[src/hw/rtl/btpc_pkg.sv]
package btpc_pkg;

    // Fixed block constants.
    localparam int unsigned AVERAGE_LENGTH    = 10;
    localparam int unsigned DUTY_STEPS        = 30;
    localparam int unsigned SAMPLE_FULL_SCALE = 4095;
    localparam int unsigned PERCENT_SCALE     = 100;

    // Field and register widths.
    localparam int unsigned SAMPLE_W   = 12;
    localparam int unsigned TIME_W     = 32;
    localparam int unsigned SUM_W      = 16;
    localparam int unsigned DUTY_W     = 5;
    localparam int unsigned PCT_W      = 7;
    localparam int unsigned MARGIN_W   = 4;
    localparam int unsigned DEBOUNCE_W = 16;
    localparam int unsigned CYCLE_W    = 20;
    localparam int unsigned CFG_IDX_W  = 2;
    localparam int unsigned RING_IDX_W = $clog2(AVERAGE_LENGTH);

    // Width of avg * 30 ahead of the divide by full scale.
    localparam int unsigned DUTY_PROD_W = SAMPLE_W + DUTY_W;

    // Division by ten of a 16-bit sum: (x * 52429) >> 19 is exact for all x < 2^16.
    localparam int unsigned AVG_RECIP_W = 16;
    localparam int unsigned AVG_RECIP   = 52429;
    localparam int unsigned AVG_SHIFT   = 19;

    // Slot length is cycle / 30 = (cycle >> 1) / 15, and (y * 559241) >> 23 is an
    // exact divide by fifteen for every 19-bit y.
    localparam int unsigned SLOT_RECIP_W = 20;
    localparam int unsigned SLOT_RECIP   = 559241;
    localparam int unsigned SLOT_SHIFT   = 23;
    localparam int unsigned SLOT_W       = 16;
    localparam int unsigned HALF_W       = CYCLE_W - 1;
    localparam int unsigned HALF_LO_W    = 10;
    localparam int unsigned HALF_HI_W    = HALF_W - HALF_LO_W;
    localparam int unsigned SLOT_PROD_W  = HALF_W + SLOT_RECIP_W;

    // Divide by thirty for the percent: (x * 4370) >> 17 is exact for every x below
    // 4681, and x = duty * 100 stays at or below 3000.
    localparam int unsigned PCT_RECIP  = 4370;
    localparam int unsigned PCT_SHIFT  = 17;
    localparam int unsigned PCT_PROD_W = 24;

    // Reset values of the configuration registers.
    localparam int unsigned MARGIN_RESET   = 2;
    localparam int unsigned DEBOUNCE_RESET = 50;
    localparam int unsigned CYCLE_RESET    = 30000;

    typedef enum logic [CFG_IDX_W-1:0] {
        CFG_HYSTERESIS = 2'd0,
        CFG_DEBOUNCE   = 2'd1,
        CFG_CYCLE      = 2'd2
    } t_cfg_idx;

    // Truncated percent of a duty level through a constant reciprocal multiply.
    function automatic logic [PCT_W-1:0] pct_of_duty(input logic [DUTY_W-1:0] duty);
        logic [PCT_PROD_W-1:0] v;
        v = PCT_PROD_W'(duty) * PCT_PROD_W'(PERCENT_SCALE * PCT_RECIP);
        return v[PCT_SHIFT +: PCT_W];
    endfunction

endpackage

[src/hw/rtl/burner_time_proportioning_channel.sv]
// Time-proportioning relay channel for one heating element.
//
// Input items arrive on the s_axis channel: each carries a millisecond timestamp
// and a 12-bit potentiometer sample. Every input item gives exactly one result
// item on the m_axis channel with the relay state, the held duty level, the duty
// as a percent and the ten-sample moving average.
//
// The block is a five-register pipeline (input, ring update, average, raw duty,
// output register). One item is accepted in every cycle while results are being
// taken. The hysteresis and relay decisions sit in the last stage, so consecutive
// items never wait on each other.
//
// When the receiver stalls, the whole pipeline holds and s_axis_tready drops
// once the output register is full; nothing is dropped or repeated.
// Reset clears the sample ring, running sum, held duty, relay and time marks, and
// loads the register defaults (margin 2, debounce 50 ms, cycle 30000 ms).
// Registers are written through the plain write port; the user must write them
// only while no item is in flight, which the block itself does not enforce.
module burner_time_proportioning_channel
    import btpc_pkg::*;
(
    input  logic                  i_clk,
    input  logic                  i_rst_n,
    // Configuration write port.
    input  logic                  i_cfg_wr_en,
    input  logic [CFG_IDX_W-1:0]  i_cfg_index,
    input  logic [CYCLE_W-1:0]    i_cfg_wdata,
    // Input items.
    input  logic                  s_axis_tvalid,
    output logic                  s_axis_tready,
    input  logic [47:0]           s_axis_tdata,   // now_ms[31:0], adc_sample[43:32]
    // Result items.
    output logic                  m_axis_tvalid,
    input  logic                  m_axis_tready,
    output logic [31:0]           m_axis_tdata    // relay_on[0], duty_level[5:1],
                                                  // power_percent[12:6],
                                                  // average_sample[24:13]
);

    // Configuration registers.
    logic [MARGIN_W-1:0]   r_margin;
    logic [DEBOUNCE_W-1:0] r_debounce;
    logic [CYCLE_W-1:0]    r_cycle_len;
    logic [SLOT_W-1:0]     w_slot;

    always_ff @(posedge i_clk) begin
        if (!i_rst_n) begin
            r_margin    <= MARGIN_W'(MARGIN_RESET);
            r_debounce  <= DEBOUNCE_W'(DEBOUNCE_RESET);
            r_cycle_len <= CYCLE_W'(CYCLE_RESET);
        end else if (i_cfg_wr_en) begin
            case (t_cfg_idx'(i_cfg_index))
                CFG_HYSTERESIS: r_margin    <= i_cfg_wdata[MARGIN_W-1:0];
                CFG_DEBOUNCE:   r_debounce  <= i_cfg_wdata[DEBOUNCE_W-1:0];
                CFG_CYCLE:      r_cycle_len <= i_cfg_wdata;
                default: ;
            endcase
        end
    end

    // Length of one duty step in ms, cycle_length / 30.
    btpc_slot_div u_slot_div (
        .i_clk       (i_clk),
        .i_cycle_len (r_cycle_len),
        .o_slot      (w_slot)
    );

    // The whole pipeline moves together whenever the output register can take
    // a new result.
    logic w_adv;
    logic r_v0, r_v1, r_v2, r_v3, r_vo;

    assign w_adv         = !r_vo || m_axis_tready;
    assign s_axis_tready = w_adv;

    always_ff @(posedge i_clk) begin
        if (!i_rst_n) begin
            r_v0 <= 1'b0;
            r_v1 <= 1'b0;
            r_v2 <= 1'b0;
            r_v3 <= 1'b0;
            r_vo <= 1'b0;
        end else if (w_adv) begin
            r_v0 <= s_axis_tvalid;
            r_v1 <= r_v0;
            r_v2 <= r_v1;
            r_v3 <= r_v2;
            r_vo <= r_v3;
        end
    end

    // Input register.
    logic [TIME_W-1:0]   r0_now;
    logic [SAMPLE_W-1:0] r0_sample;

    always_ff @(posedge i_clk) begin
        if (w_adv) begin
            r0_now    <= s_axis_tdata[TIME_W-1:0];
            r0_sample <= s_axis_tdata[TIME_W +: SAMPLE_W];
        end
    end

    // Stage 1: cycle overrun check and sample ring update.
    logic [SAMPLE_W-1:0]   r_ring [AVERAGE_LENGTH];
    logic [RING_IDX_W-1:0] r_ring_pos;
    logic [SUM_W-1:0]      r_sum;
    logic [TIME_W-1:0]     r_cycle_start;

    logic [TIME_W-1:0]     w_elapsed;
    logic                  w_overrun;
    logic [SUM_W-1:0]      n_sum;
    logic [RING_IDX_W-1:0] n_ring_pos;
    logic                  w_step1;

    logic [TIME_W-1:0]     r1_now;
    logic [CYCLE_W-1:0]    r1_elapsed;

    assign w_step1   = w_adv && r_v0;
    assign w_elapsed = r0_now - r_cycle_start;
    assign w_overrun = w_elapsed > TIME_W'(r_cycle_len);
    assign n_sum     = r_sum - SUM_W'(r_ring[r_ring_pos]) + SUM_W'(r0_sample);
    assign n_ring_pos = (r_ring_pos == RING_IDX_W'(AVERAGE_LENGTH - 1)) ?
                        '0 : r_ring_pos + 1'b1;

    always_ff @(posedge i_clk) begin
        if (!i_rst_n) begin
            for (int i = 0; i < AVERAGE_LENGTH; i++) begin
                r_ring[i] <= '0;
            end
            r_ring_pos    <= '0;
            r_sum         <= '0;
            r_cycle_start <= '0;
        end else if (w_step1) begin
            r_ring[r_ring_pos] <= r0_sample;
            r_ring_pos         <= n_ring_pos;
            r_sum              <= n_sum;
            if (w_overrun) begin
                r_cycle_start <= r0_now;
            end
        end
    end

    always_ff @(posedge i_clk) begin
        if (w_adv) begin
            r1_now     <= r0_now;
            r1_elapsed <= w_overrun ? '0 : w_elapsed[CYCLE_W-1:0];
        end
    end

    // Stage 2: mean of the ring through a reciprocal multiply.
    // The sum registered in stage 1 is the one that belongs to the item now in
    // stage 1's output register.
    logic [SUM_W+AVG_RECIP_W-1:0]           w_avg_mul;
    logic [SUM_W+AVG_RECIP_W-AVG_SHIFT-1:0] w_avg_q;
    logic [TIME_W-1:0]                      r2_now;
    logic [CYCLE_W-1:0]                     r2_elapsed;
    logic [SAMPLE_W-1:0]                    r2_avg;

    assign w_avg_mul = r_sum * AVG_RECIP_W'(AVG_RECIP);
    assign w_avg_q   = w_avg_mul[SUM_W+AVG_RECIP_W-1:AVG_SHIFT];

    always_ff @(posedge i_clk) begin
        if (w_adv) begin
            r2_now     <= r1_now;
            r2_elapsed <= r1_elapsed;
            r2_avg     <= w_avg_q[SAMPLE_W-1:0];
        end
    end

    // Stage 3: raw duty = avg * 30 / 4095. With v = q0 * 4096 + lo, the remainder
    // against 4095 is lo + q0, which stays below twice 4095.
    logic [DUTY_PROD_W-1:0] w_v;
    logic [DUTY_W-1:0]      w_q0;
    logic [SAMPLE_W:0]      w_rem;
    logic [DUTY_W:0]        w_q;
    logic [DUTY_W-1:0]      w_raw;

    logic [TIME_W-1:0]      r3_now;
    logic [CYCLE_W-1:0]     r3_elapsed;
    logic [SAMPLE_W-1:0]    r3_avg;
    logic [DUTY_W-1:0]      r3_raw;

    assign w_v   = (DUTY_PROD_W'(r2_avg) << 5) - (DUTY_PROD_W'(r2_avg) << 1);
    assign w_q0  = w_v[DUTY_PROD_W-1:SAMPLE_W];
    assign w_rem = {1'b0, w_v[SAMPLE_W-1:0]} + (SAMPLE_W+1)'(w_q0);
    assign w_q   = (DUTY_W+1)'(w_q0) +
                   (DUTY_W+1)'(w_rem >= (SAMPLE_W+1)'(SAMPLE_FULL_SCALE));
    assign w_raw = (w_q > (DUTY_W+1)'(DUTY_STEPS)) ? DUTY_W'(DUTY_STEPS) : w_q[DUTY_W-1:0];

    always_ff @(posedge i_clk) begin
        if (w_adv) begin
            r3_now     <= r2_now;
            r3_elapsed <= r2_elapsed;
            r3_avg     <= r2_avg;
            r3_raw     <= w_raw;
        end
    end

    // Stage 4: hysteresis, on-window and debounced relay decision.
    logic [DUTY_W-1:0]       r_held;
    logic                    r_relay;
    logic [TIME_W-1:0]       r_last_switch;

    logic [DUTY_W:0]         w_held_hi;
    logic [DUTY_W:0]         w_raw_hi;
    logic [DUTY_W-1:0]       n_held;
    logic [DUTY_W+SLOT_W-1:0] w_window;
    logic                    w_want_on;
    logic [TIME_W-1:0]       w_since_switch;
    logic                    w_switch;
    logic                    w_step4;

    assign w_step4   = w_adv && r_v3;
    assign w_held_hi = (DUTY_W+1)'(r_held) + (DUTY_W+1)'(r_margin);
    assign w_raw_hi  = (DUTY_W+1)'(r3_raw) + (DUTY_W+1)'(r_margin);
    assign n_held    = ((DUTY_W+1)'(r3_raw) > w_held_hi ||
                        w_raw_hi < (DUTY_W+1)'(r_held)) ? r3_raw : r_held;

    assign w_window       = n_held * w_slot;
    assign w_want_on      = (DUTY_W+SLOT_W)'(r3_elapsed) < w_window;
    assign w_since_switch = r3_now - r_last_switch;
    assign w_switch       = (w_want_on != r_relay) &&
                            (w_since_switch > TIME_W'(r_debounce));

    always_ff @(posedge i_clk) begin
        if (!i_rst_n) begin
            r_held        <= '0;
            r_relay       <= 1'b0;
            r_last_switch <= '0;
        end else if (w_step4) begin
            r_held <= n_held;
            if (w_switch) begin
                r_relay       <= w_want_on;
                r_last_switch <= r3_now;
            end
        end
    end

    // Output register.
    logic                r_out_relay;
    logic [DUTY_W-1:0]   r_out_duty;
    logic [PCT_W-1:0]    r_out_pct;
    logic [SAMPLE_W-1:0] r_out_avg;

    always_ff @(posedge i_clk) begin
        if (w_adv) begin
            r_out_relay <= w_switch ? w_want_on : r_relay;
            r_out_duty  <= n_held;
            r_out_pct   <= pct_of_duty(n_held);
            r_out_avg   <= r3_avg;
        end
    end

    assign m_axis_tvalid = r_vo;
    assign m_axis_tdata  = {7'b0, r_out_avg, r_out_pct, r_out_duty, r_out_relay};

    // Checks.
    a_ring_pos_range: assert property (@(posedge i_clk) disable iff (!i_rst_n)
        r_ring_pos < RING_IDX_W'(AVERAGE_LENGTH))
        else $error("ring position out of range");

    a_sum_range: assert property (@(posedge i_clk) disable iff (!i_rst_n)
        r_sum <= SUM_W'(AVERAGE_LENGTH * SAMPLE_FULL_SCALE))
        else $error("running sum exceeds ring capacity");

    a_held_range: assert property (@(posedge i_clk) disable iff (!i_rst_n)
        r_held <= DUTY_W'(DUTY_STEPS))
        else $error("held duty above step count");

    a_switch_marks_time: assert property (@(posedge i_clk) disable iff (!i_rst_n)
        $past(i_rst_n) && (r_relay != $past(r_relay)) |-> r_last_switch == $past(r3_now))
        else $error("relay changed without recording its switch time");

endmodule

[src/hw/rtl/btpc_slot_div.sv]
module btpc_slot_div
    import btpc_pkg::*;
(
    input  logic                 i_clk,
    input  logic [CYCLE_W-1:0]   i_cycle_len,
    output logic [SLOT_W-1:0]    o_slot
);

    // Two registered steps: partial products of the reciprocal multiply, then
    // their sum and the final shift.
    logic [HALF_W-1:0]                   w_half;
    logic [HALF_LO_W+SLOT_RECIP_W-1:0]   r_prod_lo;
    logic [HALF_HI_W+SLOT_RECIP_W-1:0]   r_prod_hi;
    logic [SLOT_PROD_W-1:0]              w_prod;
    logic [SLOT_W-1:0]                   r_slot;

    assign w_half = i_cycle_len[CYCLE_W-1:1];

    always_ff @(posedge i_clk) begin
        r_prod_lo <= w_half[HALF_LO_W-1:0] * SLOT_RECIP_W'(SLOT_RECIP);
        r_prod_hi <= w_half[HALF_W-1:HALF_LO_W] * SLOT_RECIP_W'(SLOT_RECIP);
        r_slot    <= w_prod[SLOT_SHIFT +: SLOT_W];
    end

    assign w_prod = (SLOT_PROD_W'(r_prod_hi) << HALF_LO_W) + SLOT_PROD_W'(r_prod_lo);
    assign o_slot = r_slot;

endmodule
[config.mk]
export PLATFORM = sky130hd
export DESIGN_NAME = burner_time_proportioning_channel
export DESIGN_NICKNAME = d
export VERILOG_FILES = /design/src/hw/rtl/btpc_pkg.sv /design/src/hw/rtl/burner_time_proportioning_channel.sv /design/src/hw/rtl/btpc_slot_div.sv
export SDC_FILE = /design/constraint.sdc
export NUM_CORES = 2
export LEC_CHECK = 0
export BUFFER_PORTS_ARGS = -buffer_cell sky130_fd_sc_hd__buf_2
export CAP_MARGIN = 20
export CORE_MARGIN = 5
export CORE_UTILIZATION = 59
export CTS_BUF_LIST = sky130_fd_sc_hd__clkbuf_4
export DETAILED_ROUTE_END_ITERATION = 8
export PLACE_DENSITY_LB_ADDON = 0.12
export SLEW_MARGIN = 0
export SYNTH_ARGS = -nofsm -noshare
export SYNTH_HDL_FRONTEND = slang
export SYNTH_SLANG_ARGS = --single-unit
[constraint.sdc]
create_clock -name i_clk -period 11.94 [get_ports i_clk]
set_clock_uncertainty 0.1 [all_clocks]
set_input_delay 3.582 -clock i_clk [delete_from_list [all_inputs] [get_ports i_clk]]
set_output_delay 3.582 -clock i_clk [all_outputs]
set_load 0.05 [all_outputs]
==> reports/summary.txt <==
post-CTS sizing - 0
Post CTS Setup Buffer Count - 0
largest net degree at the start of global routing - 119
FMAX - 97.9 MHz
Cell Count, Final, Fillers Out - 4736
Port Buffers - 97
Final HPWL DP - 65900 um
startpoint types - flip-flop
logic gate share of total power - 0.532
Yosys warnings - 0
Synth area leaders - edfxtp_1, ha_1, dfxtp_1
number of synthesized flops with an enable pin - 446
io pins - 109
Avg WL per Cell - 18.5 um
Final TNS setup - 0 ps
CP bufs+invs - 5
Core ar. - 0.0670 mm^2
ys flop type - edfxtp_1
leakage dissipation - 19.2 nW
status - finished clean
Yosys top cell area share - 0.336
final setup violation count - 0
Reg clk slew, reported paths - 70 ps
Global Route Usage Sum - 0.242
Root Buffer - clkbuf_4
P_sw - 0.00438 W
Worst path most repeated cell - a21oi_1
DR vias - 26511
Post-CTS Hold Buffers - 0
clock power share - 0.192
Worst EP arrival - 11030 ps
Layout Area Growth over Synthesis - 9.19%
most frequent cells in the layout - inv_1, edfxtp_1, ha_1
drt total wl - 87800 um
final hold viol count - 0
Worst setup EP type - flip-flop
Max Root-Sink Buffers - 3
gr ovfl total - 0
library cells used by synthesis - 84
Rel. slew slack - 0.292
Hold Path Class - reg2reg
TritonCTS clock tree - built
RSZ-0062 raised after global routing - false
commonest non-fill, non-tap cell in the layout - inv_1
fillers - 5301
post-layout util - 0.648
sequential-to-total area share from yosys stat - 0.439
clock period minus worst slack - 10220 ps
syn avg cell area - 11.3 um^2
die width - 270 um
Remaining DRCs - 0
First-pass DRT Iterations - 5
synthesized area - 0.0398 mm^2
Sink Count - 650
Seq cells post-synth - 650
Initial Utilization - 0.594
total CTS buffers - 168
Max Fanout on Critical Path - 32
FFs w/ async S/R, synth - 0
H-tree depth - 4
CP max stage delay - 700 ps
CP max-delay cell - mux2i_1
placed insts - 4421
row count - 95
switching share of power - 0.422
Setup CP Type - reg2reg
global-route wire length before repair - 141000 um
Layout Cell Area excl Fill - 0.0435 mm^2
Layout Nets - 4395
Final Cycle Share - 0.856
Cell Area, Placed - 0.0411 mm^2
routability-driven placement congestion ratio - 0.901
vias per inst - 5.60
Worst-Margin Slew - 1060 ps
Synth area leader - edfxtp_1
VDD IR-drop max - 0.291 mV
number of nets with antenna violations after routing - 0
Max Cap Viol - 0
number of global-route vias before repair - 27318
sequential power share - 0.276
pwr/cell area - 239 mW/mm^2
max-slew violation count - 0
antenna violations before repair - 8
CP required - 12750 ps
Vert. Die Dim - 270 um
fraction of layout cells with a size suffix above 1 - 0.125
Int Power - 0.00600 W
clk_lat worst skew - 1040 ps
die area - 0.0728 mm^2
largest delay contributor family on the critical path - adder cells
synthesized instance count - 3520
initial drt markers - 1823
## final cells by class
type,instances,area [um^2],share of cell area
well taps,873,1090,0.0251
multi-input cells,2322,20200,0.465
clock inverters,46,335,0.00772
flip-flops and latches,650,17500,0.402
diodes,8,20.0,0.000461
clock buffers,261,1960,0.0451
repair buffers,120,661,0.0152
inverters,456,1720,0.0397
## power groups by stage
stage / Combinational, W / Sequential [W] / Clock [W]
6_report: 0.00552 / 0.00286 / 0.00199
5_1_grt: 0.00628 / 0.00289 / 0.00219
4_1_cts: 0.00557 / 0.00286 / 0.00206
3_5_place_dp: 0.00550 / 0.00291 / 0
3_3_place_gp: 0.00528 / 0.00291 / 0
2_1_floorplan: 0.00406 / 0.00296 / 0
## synth_stat cells, types with 6 or more instances
library cell and count:
inv_1 455, edfxtp_1 446, ha_1 443, nand2_1 287
dfxtp_1 204, nor2_1 183, fa_1 159, a21oi_1 130
nor2b_1 128, o21ai_0 104, xnor2_1 102, a21o_1 81
mux2i_1 75, clkbuf_1 71, mux4_2 60, xor2_1 56
and2_1 43, nand3_1 42, a21boi_0 39, o21a_1 39
and3_1 36, nor3_1 36, nand4_1 27, nand2b_1 26
o211ai_1 22, a211oi_1 18, o21bai_1 18, a31oi_1 15
o31ai_1 14, nor3b_1 12, buf_1 9, buf_4 8
nor4_1 8, or3_1 8, a41oi_1 7, o2111ai_1 7
buf_6 6
## metal layers
layer | up-vias | share of wire | track usage
met2 | 701 | 0.48 | 0.406
met3 | 155 | 0.062 | 0.0545
met4 | 0 | 0.027 | 0.0828
met1 | 12820 | 0.43 | 0.312
met5 | - | 0 | 0
li1 | 12835 | - | -
## worst reg2reg max path: cells and delay by family, from the launching register on
family                   cells  cell delay [ps]
AO/OA/AOI/OAI               16             3000
XOR/XNOR                     3              480
adder cells (fa/ha/maj)      8             3060
buffers and inverters        5             1050
flip-flops                   1              400
multiplexers                 2             1000
AND/OR/NAND/NOR              6             1000
## cells by family after synthesis
group                    Yosys count  synth area share
AND/OR/NAND/NOR                  857             0.105
adder cells (fa/ha/maj)          602             0.219
buffers and inverters            554            0.0543
other                              1         0.0000942
AO/OA/AOI/OAI                    558            0.0934
XOR/XNOR                         158            0.0348
flip-flops                       650             0.439
multiplexers                     140            0.0542
## sequential cells by signal, indices dropped and copies added, names as in the netlist, 29 cells and up, named ones only
| signal | flops |
|---|---|
| r_ring | 192 |
| r0_now | 32 |
| r1_now | 32 |
| r2_now | 32 |
| r3_now | 32 |
| r_cycle_start | 32 |
| r_last_switch | 32 |
| u_slot_div.r_prod_hi | 29 |
## stage by stage
step                      hold WS [ps]  total power, W  worst slack, ps
after CTS                          271          0.0105             1670
after global placement             302         0.00818             1940
after detailed placement           305         0.00842             1730
after floorplan                    268         0.00702             1860
after global routing               302          0.0114              972
final                              289          0.0104             1720
## worst paths after layout
kind                                                   from  slack [ps]  cells past startpoint                              to
worst max-delay path                 r_held[0]$_SDFFE_PN0P_        1720                     40  r_last_switch[23]$_SDFFE_PN0P_
worst min-delay path            r1_elapsed[7]$_SDFFCE_PN0N_         290                      0         r2_elapsed[7]$_DFFE_PN_
worst max register to register       r_held[0]$_SDFFE_PN0P_        1720                     40  r_last_switch[23]$_SDFFE_PN0P_
worst min register to register  r1_elapsed[7]$_SDFFCE_PN0N_         290                      0         r2_elapsed[7]$_DFFE_PN_
(Power assumes the default switching activity.)
